===== src/skrp_pkg.sv =====
// Shared constants, types and a helper function for the skyline rectangle packer.
package skrp_pkg;

  localparam int DEF_MAX_COLUMNS = 1024;
  localparam int DEF_MAX_ROWS = 2048;

  localparam int ATLAS_W_W = 11;
  localparam int ATLAS_H_W = 12;
  localparam int BORDER_W = 4;
  localparam int AREA_W = 22;
  localparam int CALC_W = 16;

  localparam int CFG_INDEX_W = 2;
  localparam int CFG_DATA_W = 12;
  localparam logic [CFG_INDEX_W-1:0] CFG_ATLAS_WIDTH = 2'd0;
  localparam logic [CFG_INDEX_W-1:0] CFG_ATLAS_HEIGHT = 2'd1;
  localparam logic [CFG_INDEX_W-1:0] CFG_BORDER_TEXELS = 2'd2;

  localparam logic [ATLAS_W_W-1:0] RST_ATLAS_WIDTH = 11'd1024;
  localparam logic [ATLAS_H_W-1:0] RST_ATLAS_HEIGHT = 12'd1024;
  localparam logic [BORDER_W-1:0] RST_BORDER = 4'd0;

  localparam logic [AREA_W-1:0] AREA_MAX = {AREA_W{1'b1}};

  localparam int S_TDATA_W = 24;
  localparam int M_TDATA_W = 72;

  typedef struct packed {
    logic done;
    logic found;
  } scan_stat_t;

  // Smallest power of two that is at least max(v, 1).
  function automatic logic [CALC_W:0] pow2_ceil(input logic [CALC_W-1:0] v);
    logic [CALC_W-1:0] m;
    logic [CALC_W:0] r;
    m = v - CALC_W'(1);
    m = m | (m >> 1);
    m = m | (m >> 2);
    m = m | (m >> 4);
    m = m | (m >> 8);
    r = {1'b0, m} + (CALC_W+1)'(1);
    if (v <= CALC_W'(1)) begin
      r = (CALC_W+1)'(1);
    end
    return r;
  endfunction

endpackage


===== src/skrp_scan.sv =====
// Window scan sequencer: reads one skyline column per cycle and finds the lowest window.
module skrp_scan import skrp_pkg::*; #(
  parameter int MAX_COLUMNS = DEF_MAX_COLUMNS,
  parameter int MAX_ROWS = DEF_MAX_ROWS
) (
  input  logic                               clk,
  input  logic                               rst,
  input  logic                               start,
  input  logic [$clog2(MAX_COLUMNS+2)-1:0]   wm1,
  input  logic [$clog2(MAX_COLUMNS+2)-1:0]   lim,
  input  logic [$clog2(MAX_ROWS+2)-1:0]      best_init,
  output logic                               rd_en,
  output logic [$clog2(MAX_COLUMNS)-1:0]     rd_addr,
  input  logic [$clog2(MAX_ROWS+2)-1:0]      rd_data,
  output scan_stat_t                         stat,
  output logic [$clog2(MAX_COLUMNS+2)-1:0]   best,
  output logic [$clog2(MAX_ROWS+2)-1:0]      best_s
);

  localparam int CW = $clog2(MAX_COLUMNS + 2);
  localparam int SW = $clog2(MAX_ROWS + 2);
  localparam int CI = $clog2(MAX_COLUMNS);

  logic          busy;
  logic          done;
  logic          in_win;
  logic [CW-1:0] x;
  logic [CW-1:0] idx;
  logic [CW-1:0] cnt;
  logic [SW-1:0] top;
  logic [CW-1:0] top_idx;
  logic [SW-1:0] prev;
  logic          prev_v;
  logic          best_v;

  logic          is_start;
  logic          skip;
  logic          take;
  logic [SW-1:0] t_top;
  logic [CW-1:0] t_idx;
  logic          endw;
  logic [CW-1:0] x_inc;
  logic [CW-1:0] x_jump;
  logic          term;
  logic [CW-1:0] nxt;

  always_comb begin
    is_start = !in_win;
    skip = is_start && prev_v && (rd_data == prev);
    take = is_start || (rd_data >= top);
    t_top = take ? rd_data : top;
    t_idx = take ? idx : top_idx;
    endw = is_start ? (wm1 == '0) : (cnt == '0);
    x_inc = x + CW'(1);
    x_jump = t_idx + CW'(1);
    term = 1'b0;
    nxt = idx + CW'(1);
    if (skip) begin
      term = x_inc > lim;
      nxt = x_inc;
    end else if (endw) begin
      term = x_jump > lim;
      nxt = x_jump;
    end
  end

  assign rd_en = start || (busy && !term);
  assign rd_addr = start ? '0 : nxt[CI-1:0];
  assign stat.done = done;
  assign stat.found = best_v;

  always_ff @(posedge clk) begin
    if (rst) begin
      busy <= 1'b0;
      done <= 1'b0;
    end else begin
      done <= !start && busy && term;
      if (start) begin
        busy <= 1'b1;
        in_win <= 1'b0;
        x <= '0;
        idx <= '0;
        prev_v <= 1'b0;
        best_v <= 1'b0;
        best <= '0;
        best_s <= best_init;
      end else if (busy) begin
        idx <= nxt;
        if (term) begin
          busy <= 1'b0;
        end
        if (skip) begin
          x <= x_inc;
          in_win <= 1'b0;
        end else if (endw) begin
          prev <= t_top;
          prev_v <= 1'b1;
          if (best_s > t_top) begin
            best_s <= t_top;
            best <= x;
            best_v <= 1'b1;
          end
          x <= x_jump;
          in_win <= 1'b0;
        end else begin
          top <= t_top;
          top_idx <= t_idx;
          in_win <= 1'b1;
          cnt <= is_start ? (wm1 - CW'(1)) : (cnt - CW'(1));
        end
      end
    end
  end

endmodule


===== config.mk =====
export PLATFORM = sky130hd
export DESIGN_NAME = skrp_scan
export DESIGN_NICKNAME = d
export VERILOG_FILES = /design/src/skrp_pkg.sv /design/src/skrp_scan.sv
export SDC_FILE = /design/constraint.sdc
export NUM_CORES = 1
export LEC_CHECK = 0
export ABC_AREA = 1
export BUFFER_PORTS_ARGS = -buffer_cell sky130_fd_sc_hd__buf_2
export CAP_MARGIN = 15
export CORE_UTILIZATION = 50
export CTS_BUF_LIST = sky130_fd_sc_hd__clkbuf_16
export CTS_CLUSTER_DIAMETER = 100
export DETAILED_ROUTE_END_ITERATION = 10
export GPL_ROUTABILITY_DRIVEN = 0
export GPL_TIMING_DRIVEN = 0
export PLACE_DENSITY_LB_ADDON = 0.12
export SLEW_MARGIN = 20
export SYNTH_ARGS = -nofsm -noshare
export SYNTH_HDL_FRONTEND = slang
export SYNTH_SLANG_ARGS = --single-unit
export TNS_END_PERCENT = 10

===== constraint.sdc =====
create_clock -name clk -period 5 [get_ports clk]
set_clock_uncertainty 0.1 [all_clocks]
set_input_delay 0.5 -clock clk [delete_from_list [all_inputs] [get_ports clk]]
set_output_delay 0.5 -clock clk [all_outputs]
set_load 0.005 [all_outputs]

==> impl_metrics.ini <==
[critical_path]
cp-end-kind = output port
worstPathRequired_ns = 4.40
worst-endpoint-arrival_ns = 4.14
timing.critical_path.fanout_max = 9
criticalPathCategory = reg2out
worstSetupStartpointType = flip-flop

[sta]
setup-violations-final = 0
final_hold_viol_count = 0
achievable-frequency_mhz = 210.9
setup_tns_ns = 0
slew_viol_final = 0
layout_min_cycle_time_ns = 4.742
transition_at_the_pin_with_the_smallest_max_transition_slack_ns = 0.8022
finalCritPeriodShare_pct = 94.83
tightest_slew_margin_relative_to_the_limit_pct = 46.07

[routing]
wl_per_cell_um = 15.14
vias = 5472
antenna_left = 0
firstDrtPassIters = 5
route.detailed.vias_per_inst = 5.277
wl_mm = 15.70
detailedRoute.firstIterationViolations = 294
post-route-drc-count = 0

[power_and_ir_drop]
power.share.clock_pct = 35.1
combPwrFrac_pct = 18.1
leakage_power_of_the_design_uw = 0.003463
irDropWorstVdd_mv = 0.1819
seq_power_share_pct = 46.8
power_switching_share_pct = 27.94
p_int_uw = 1447
power_per_cell_area_nw_per_um2 = 265.2
switchingPower_uw = 560.9

[clock_tree]
htreeDepth = 3
clkSlewWorstSetupHoldPaths_ns = 0.07
cts_buffers = 9
clock_tree_from_tritoncts = yes
clock_sink_count = 96
clk_latency_ns = 0.36
buffer_depth_of_the_longest_clock_path = 2
clockRootBuffer = sky130_fd_sc_hd__clkbuf_16
cts_hold_fix_bufs = 0

[global_routing]
grt_overflow_total = 0
grt_pass1_wl_mm = 24.85
grtUsageTotal_pct = 24.69
grt_pass1_vias = 5193
antenna_found_initial = 0
pin_count_of_the_biggest_net_entering_global_routing = 28

[logic_synthesis]
synth_cells = 755
synth-main-ff-cell = sky130_fd_sc_hd__edfxtp_1
yosys-top-cells-area = sky130_fd_sc_hd__edfxtp_1 (44%), sky130_fd_sc_hd__ha_1 (9.7%), sky130_fd_sc_hd__nand2_1 (8.8%), sky130_fd_sc_hd__inv_1 (7.3%), sky130_fd_sc_hd__nor2_1 (3.3%)
average_instance_area_after_synthesis_sq_um = 8.558
ys_ff_latch = 96
post-synth-top-area-cell = sky130_fd_sc_hd__edfxtp_1
number_of_enable_flip_flop_cells_after_synthesis = 94
syn_nets = 854
synth_top_area_share_pct = 43.69
synthesis.yosys.warnings = 0
seq_area_frac_synth_pct = 44.31
synth_cell_types = 43
syn_area_sq_um = 6461
synth-async-reset-ratio_pct = 0

[layout]
flow.area_growth_from_synthesis_pct = 17.18
drive_gt1_share_pct = 20.00
mostFrequentLayoutCell = sky130_fd_sc_hd__nand2_1
antennaDiodeCount = 0
most-common-layout-cells = sky130_fd_sc_hd__nand2_1 (148), sky130_fd_sc_hd__inv_1 (126), sky130_fd_sc_hd__edfxtp_1 (94), sky130_fd_sc_hd__buf_2 (88), sky130_fd_sc_hd__nor2_1 (54)
fin_cells = 1037
layout.nets = 959

[floorplanning]
initial_standard_cell_utilization_of_the_core_pct = 51.20
floorplan_core_area_sq_um = 12620
die_height_um = 115.7
die_x_um = 115.7
io_pins = 85
die_area_sq_um = 13380
row_count = 41

[placement]
io_buffer_count = 84
placed_cell_count = 1015
final_hpwl_dp_mm = 12.31

[flow_run]
max_cap_viol_count = 0

[status]
outcome = completed

[hold_path]
hold_path_class = in2reg
-- layout make-up --
type / count / area [sq um]
sequential: 96 / 2863
timing repair buffer: 94 / 509.2
fill: 1142 / 5049
clock inverter: 7 / 71.32
tap: 172 / 215.2
inverter: 127 / 476.7
buffer: 18 / 108.9
clock buffer: 9 / 225.2
multi-input combinational: 514 / 3102
-- critical path, cell delays in order, from the launching register on --
cell and delay [ns]:
sky130_fd_sc_hd__edfxtp_1 0.35, sky130_fd_sc_hd__inv_1 0.05, sky130_fd_sc_hd__ha_1 0.30, sky130_fd_sc_hd__nand2_2 0.08, sky130_fd_sc_hd__nor2_4 0.14, sky130_fd_sc_hd__inv_1 0.06, sky130_fd_sc_hd__nor2_2 0.14, sky130_fd_sc_hd__nand2_2 0.10
sky130_fd_sc_hd__nand2_4 0.10, sky130_fd_sc_hd__buf_8 0.13, sky130_fd_sc_hd__nand2_1 0.09, sky130_fd_sc_hd__nand2_4 0.12, sky130_fd_sc_hd__ha_4 0.16, sky130_fd_sc_hd__nand3_2 0.09, sky130_fd_sc_hd__nor2_4 0.18, sky130_fd_sc_hd__nand3b_1 0.12
sky130_fd_sc_hd__nand2_2 0.11, sky130_fd_sc_hd__inv_1 0.06, sky130_fd_sc_hd__ha_1 0.31, sky130_fd_sc_hd__nand4_1 0.13, sky130_fd_sc_hd__or4_1 0.42, sky130_fd_sc_hd__nand3_1 0.10, sky130_fd_sc_hd__nand2_1 0.07, sky130_fd_sc_hd__nand2_1 0.08
sky130_fd_sc_hd__inv_1 0.05, sky130_fd_sc_hd__nor2_1 0.11, sky130_fd_sc_hd__buf_2 0.13
-- path summary, 6_finish.rpt --
check / from / end / slack [ns] / cells past startpoint
setup reg to reg: top[11] / best[3] / 0.47 / 21
setup / recovery: top[11] / rd_en / 0.26 / 26
hold reg to reg: x[10] / best[10] / 0.51 / 2
hold / removal: best_init[0] / best_s[0] / 0.32 / 3
-- per-stage QoR --
| stage | setup slack, ns | util [%] | cell area [sq um] | hold slack (ns) | power (uW) |
|---|---|---|---|---|---|
| after global routing | -0.0005072 | 59.99 | 7571 | 0.3343 | 2101 |
| after CTS | 0.01744 | 59.14 | 7463 | 0.3105 | 2004 |
| final | 0.2583 | 59.99 | 7571 | 0.3190 | 2008 |
| after floorplan | 0.1062 | - | 6461 | 0.3794 | 1188 |
| after global placement | -1.223 | 56.24 | 7097 | 0.4146 | 1289 |
| after detailed placement | 0.1323 | 56.75 | 7162 | 0.4729 | 1305 |
-- power by group through the flow --
stage	sequential [uW]	combinational, uW	clock (uW)
6_report	940	363	705
5_1_grt	942	411	747
4_1_cts	940	351	713
3_5_place_dp	958	347	0
3_3_place_gp	957	332	0
2_1_floorplan	954	235	0
-- metal layers --
| metal | share of wire (%) | GRT usage, % |
|---|---|---|
| met2 | 50 | 43.83 |
| met5 | 0 | 0 |
| met1 | 43 | 29.67 |
| met4 | 3.0 | 11.62 |
| met3 | 3.1 | 3.347 |
-- cell families after synthesis --
| group | Yosys count | synth area share, % |
|---|---|---|
| muxes | 4 | 0.6197 |
| adders and majority gates | 50 | 9.682 |
| DFF | 96 | 44.31 |
| and+or+nand+nor | 332 | 24.11 |
| buffers and inverters | 145 | 9.063 |
| AOI/OAI and AO/OA | 103 | 8.714 |
| xor gates and xnor gates | 25 | 3.505 |
-- cells in the mapped netlist (2+ instances only) --
| master | n |
|---|---|
| sky130_fd_sc_hd__nand2_1 | 151 |
| sky130_fd_sc_hd__inv_1 | 126 |
| sky130_fd_sc_hd__edfxtp_1 | 94 |
| sky130_fd_sc_hd__nor2_1 | 57 |
| sky130_fd_sc_hd__ha_1 | 50 |
| sky130_fd_sc_hd__o21ai_0 | 42 |
| sky130_fd_sc_hd__nand3_1 | 41 |
| sky130_fd_sc_hd__a21oi_1 | 39 |
| sky130_fd_sc_hd__xor2_1 | 17 |
| sky130_fd_sc_hd__nand4_1 | 16 |
| sky130_fd_sc_hd__nand2_2 | 15 |
| sky130_fd_sc_hd__nor3_1 | 10 |
| sky130_fd_sc_hd__nor4_1 | 9 |
| sky130_fd_sc_hd__o21ai_1 | 8 |
| sky130_fd_sc_hd__or2_2 | 8 |
| sky130_fd_sc_hd__clkbuf_1 | 7 |
| sky130_fd_sc_hd__xnor2_1 | 7 |
| sky130_fd_sc_hd__nand3b_1 | 6 |
| sky130_fd_sc_hd__nand2_4 | 5 |
| sky130_fd_sc_hd__mux2i_1 | 4 |
| sky130_fd_sc_hd__nor2_2 | 4 |
| sky130_fd_sc_hd__a31oi_1 | 3 |
| sky130_fd_sc_hd__buf_2 | 3 |
| sky130_fd_sc_hd__buf_4 | 3 |
| sky130_fd_sc_hd__nand3_2 | 3 |
| sky130_fd_sc_hd__nor2_4 | 3 |
| sky130_fd_sc_hd__o21bai_1 | 3 |
| sky130_fd_sc_hd__buf_1 | 2 |
| sky130_fd_sc_hd__buf_6 | 2 |
| sky130_fd_sc_hd__dfxtp_1 | 2 |
| sky130_fd_sc_hd__o2111ai_1 | 2 |
| sky130_fd_sc_hd__o211ai_1 | 2 |
-- flip-flops by register name (all words and copies together) (netlist names) --
signal   count
prev        12
best        11
best_s      12
top_idx     11
top         12
done         1
in_win       1
best_v       1
prev_v       1
idx         11
x           11
cnt         11
busy         1
-- what timing repair did --
action                     4_1_cts  5_1_grt
setup endpoints to repair        1        1
pin swaps                        0        4
gates resized for setup          1       11
buffers inserted                 0        6
cloned                           0        0
Power figures use the tool's default switching activity.
